$ cat config.mk
export PLATFORM = sky130hd
export DESIGN_NAME = lsdt_score
export DESIGN_NICKNAME = d
export VERILOG_FILES = /design/src/design/lsdt_pkg.sv /design/src/design/lsdt_score.sv
export SDC_FILE = /design/constraint.sdc
export NUM_CORES = 2
export LEC_CHECK = 0
export ABC_AREA = 1
export ABC_CLOCK_PERIOD_IN_PS = 4000
export CAP_MARGIN = 20
export CORE_MARGIN = 2
export CORE_UTILIZATION = 50
export DETAILED_ROUTE_END_ITERATION = 10
export DONT_BUFFER_PORTS = 1
export PLACE_DENSITY_LB_ADDON = 0.05
export SLEW_MARGIN = 20
export SYNTH_ARGS = -nofsm -noshare
export SYNTH_HDL_FRONTEND = slang
export SYNTH_SLANG_ARGS = --single-unit
$ cat constraint.sdc
create_clock -name clk -period 4 [get_ports clk]
set_clock_uncertainty 0.15 [all_clocks]
set_input_delay 0.8 -clock clk [delete_from_list [all_inputs] [get_ports clk]]
set_output_delay 0.8 -clock clk [all_outputs]
set_load 0.05 [all_outputs]
$ cat src/design/lsdt_pkg.sv
package lsdt_pkg;

	localparam int DIM          = 4;
	localparam int MAX_VERTICES = 16;
	localparam int COORD_FIELDS = 4;
	localparam int COORD_W      = 16;
	localparam int DIFF_W       = COORD_W + 1;
	localparam int PROD_W       = DIFF_W + COORD_W;
	// four products at most, so two guard bits cover the sum
	localparam int SUM_W        = PROD_W + 2;
	localparam int VERT_W       = DIM * COORD_W;
	localparam int ADDR_W       = (MAX_VERTICES > 1) ? $clog2(MAX_VERTICES) : 1;
	localparam int CNT_W        = $clog2(MAX_VERTICES + 1);

	typedef enum logic [1:0] {
		MODE_CLEAR  = 2'd0,
		MODE_APPEND = 2'd1,
		MODE_QUERY  = 2'd2
	} mode_t;

	typedef enum logic [1:0] {
		ST_IDLE,
		ST_SCAN,
		ST_DONE
	} state_t;

	typedef logic signed [COORD_W-1:0] coord_t;
	typedef logic signed [DIFF_W-1:0]  diff_t;

	typedef struct packed {
		logic [1:0] mode;
		coord_t     corner_x0;
		coord_t     corner_x1;
		coord_t     corner_x2;
		coord_t     corner_x3;
		coord_t     point_x0;
		coord_t     point_x1;
		coord_t     point_x2;
		coord_t     point_x3;
	} cmd_item_t;

	typedef struct packed {
		logic dominates;
		logic store_full;
	} res_item_t;

	// per-vertex compare result from the score pipeline
	typedef struct packed {
		logic valid;
		logic last;
		logic gt;
		logic lt;
	} cmp_t;

endpackage

$ cat src/design/lsdt_score.sv
module lsdt_score (
	input  logic                      clk,
	input  logic                      arst_n,
	input  logic                      in_valid,
	input  logic                      in_last,
	input  logic [lsdt_pkg::VERT_W-1:0] vertex,
	input  lsdt_pkg::diff_t           diff [lsdt_pkg::DIM],
	output lsdt_pkg::cmp_t            cmp
);
	import lsdt_pkg::*;

	// score difference: dot(corner, v) - dot(point, v) = dot(corner - point, v)
	logic signed [PROD_W-1:0] prod_s2 [DIM];
	logic                     vld_s2;
	logic                     last_s2;
	logic signed [SUM_W-1:0]  sum_c;

	always_ff @(posedge clk) begin
		for (int i = 0; i < DIM; i++) begin
			prod_s2[i] <= diff[i] * $signed(vertex[i*COORD_W +: COORD_W]);
		end
	end

	always_comb begin
		sum_c = '0;
		for (int i = 0; i < DIM; i++) begin
			sum_c = sum_c + SUM_W'(prod_s2[i]);
		end
	end

	always_ff @(posedge clk or negedge arst_n) begin
		if (!arst_n) begin
			vld_s2 <= 1'b0;
			cmp    <= '0;
		end else begin
			vld_s2    <= in_valid;
			cmp.valid <= vld_s2;
			cmp.last  <= last_s2;
			cmp.gt    <= !sum_c[SUM_W-1] && (sum_c != '0);
			cmp.lt    <= sum_c[SUM_W-1];
		end
	end

	always_ff @(posedge clk) begin
		last_s2 <= in_last;
	end

endmodule
==> out/metrics.yaml <==
placement:
  place.gp.congestion: 0.9120
  portBuffers: 0
  placed_cell_area_um2: 55770
  hpwl_um: 108400
  dp_cells: 7669
setup_path:
  critical_path_arrival_ps: 5670
  end_kind: "flip-flop"
  crit_slowest_cell: "fa_2"
  cp_cell_sequence: "clkinvlp_4, buf_12, or2_4, fa_1, fa_1, inv_1, fa_2, fa_2, fa_1, inv_2, fa_1, inv_2, ha_4, nand2_4, inv_4, nand2_4, nor3_4, nand3_2, nand3_2, a21o_1, a21oi_2, xor2_1"
  path_common_cell: "fa_1"
  critPathLaunchType: "primary input"
  path_class: "primary input to flip-flop"
  critPathMaxStageDelay_ps: 530
  required_ps: 4180
  critical_path.max_fanout: 5
  reg2reg_to: "cmp[1]$_DFF_PN0_"
  rrSetupSlack_ps: 130
  reg2reg_depth: 14
  startpoint: "vertex[47]"
  timing.rr.start: "prod_s2[3][19]$_DFF_P_"
clock_network:
  cts-root-buf: "clkbuf_16"
  path_clk_slew_ps: 60
  clk_latency_ps: 450
  cts_tree: "done"
  htree_levels: 4
  cts_sinks: 138
  clock_path_buffers: 2
  cts_buffers: 17
floorplanning:
  io-pin-count: 140
  fp.dieArea_um2: 101700
  die_x_um: 318.8
  rows: 115
  core_area_um2: 98280
  die_y_um: 318.8
  start_util_pct: 50.43
sta:
  fmax_ghz: 0.1821
  whs_ps: 179.3
  layout_setup_ws_ps: -1492
  period_share_pct: 137.3
  grt_setup_unrepaired: "true"
  finalHoldViolations: 0
  maxSlewViolCount: 0
  setup-violations-final: 99
  relSlewSlack_pct: 69.14
  finalCriticalPeriod_ps: 5492
  tightest_slew_ps: 463.3
grt:
  grtUsageTotal_pct: 26.49
  grt_max_degree: 18
  overflow: 0
  grt_antenna_before_repair: 2
  grt_pass1_wl_um: 215200
  grt_pass1_vias: 41610
route:
  dr.pass1.iters: 7
  first_iter_violations: 1596
  wl_per_cell_um: 16.47
  routed_wl_um: 127800
  viasPerCell: 4.854
  drc: 0
  drtAntennaViolNets: 0
  dr_total_vias: 37660
layout:
  syn_to_final_growth_pct: 20.09
  stdcell_count: 7758
  final_common_cell: "inv_1"
  fin_nets: 8134
  fin_area_um2: 59520
  layout_common_cells: "1803 x inv_1, 1337 x nand2_1, 1118 x fa_1"
  fin_util_pct: 60.56
  drive_gt1_share_pct: 20.91
yosys:
  synth_fp_nets: 7841
  syn_inst: 6164
  yosysSeqAreaShare_pct: 5.625
  ys_types: 50
  syn_area_per_cell_um2: 8.040
  synth-seq-cells: 138
  syn_area_um2: 49560
  ys_warn_count: 0
min_path:
  hold_path_depth: 0
  min_from: "last_s2$_DFF_P_"
  min_path_type: "flip-flop to flip-flop"
  holdPathEnd: "cmp[2]$_DFF_PN0_"
outcome:
  violations: "negative setup slack"
  run_status: "complete, but fails checks"
run:
  drv_cap: 0
## through the flow
stage,TNS [ps],setup slack [ps]
after floorplan,-138420,-1754
after global placement,-162620,-2021
after detailed placement,-163740,-2066
after CTS,-106450,-1428
after global routing,-125430,-1663
final,-111280,-1492
## worst max-delay path, delay by kind of cell
family	cells	cell delay (ps)
buffers and inverters	6	490
AND/OR/NAND/NOR	6	760
AO/OA/AOI/OAI	2	240
adder cells (fa/ha/maj)	7	3230
XOR/XNOR	1	160
## registers in the layout (all words and copies together) (netlist names)
signal	flops
last_s2	1
cmp	4
prod_s2	132
vld_s2	1
## layer usage
layer	track usage, %	wire length, µm
met5	0	0
met4	3.897	1678
met3	2.248	4456
met2	46.95	65190
met1	36.15	56430
## repair_timing
action                                 CTS  global route
endpoints found under the hold margin    5             0
cloned                                   1             0
setup endpoints to repair              101           104
buffers inserted                        46            35
hold buffers                             1             0
gates resized for setup                379           266
pin swaps                              249           198
## synthesized netlist by cell type (all sizes together)
cell     number  share of area (%)
o2111a        2              0.045
o21a          7               0.11
clkinv        1             0.0076
clkbuf      237                1.8
o311ai        1              0.018
inv        1939                 15
nor3         25               0.29
o21bai       19               0.29
xnor2        80                1.4
fa         1171                 47
or2          19               0.24
nand4        20               0.25
ha          370                9.3
o2111ai       2              0.035
a211oi        2              0.030
o21ai        72               0.77
a221oi        4              0.071
dfrtp         5               0.25
xor2         87                1.5
a21oi       158                1.6
nand3        76               0.80
nor4          4              0.050
dfxtp       133                5.4
buf           3              0.023
nand2      1481                 11
nor2        201                1.7
o211ai        2              0.040
a21o         16               0.24
o31ai         3              0.045
and2          4              0.050
a21boi        3              0.053
nand3b        6               0.12
o221ai        1              0.018
a31oi        10               0.13
## cell type report
class / count / area, µm²
Clock buffer: 19 / 442.9
Fill cell: 8820 / 38760
Timing Repair Buffer: 513 / 4323
Multi-Input combinational cell: 3846 / 42880
Inverter: 1940 / 7317
Clock inverter: 13 / 142.6
Sequential cell: 138 / 2789
Timing Repair inverter: 1 / 7.507
Tap cell: 1287 / 1610
Antenna cell: 1 / 2.502
## worst max path at each step
stage / end / slack, ps / depth (start not counted)
floorplan: prod_s2[1][29]$_DFF_P_ / -1750 / 21
global placement: prod_s2[1][20]$_DFF_P_ / -2020 / 19
detailed placement: prod_s2[1][29]$_DFF_P_ / -2070 / 19
CTS: prod_s2[3][32]$_DFF_P_ / -1430 / 22
global route: prod_s2[1][32]$_DFF_P_ / -1660 / 23
finish: prod_s2[2][29]$_DFF_P_ / -1490 / 22
## cell families (layout without fill, tap and decap cells)
family | after synthesis | in the layout | synth area share (%)
buffers and inverters | 2180 | 2486 | 16.51
DFF | 138 | 138 | 5.625
AOI/OAI and AO/OA | 302 | 302 | 3.539
other | 0 | 1 | 0
and+or+nand+nor | 1836 | 1836 | 14.73
adders and majority gates | 1541 | 1541 | 56.64
xor gates and xnor gates | 167 | 167 | 2.951
Power is left out: the tool's default activity adds up to more than one toggle a clock period on the data nets, which glitch-free logic cannot reach.
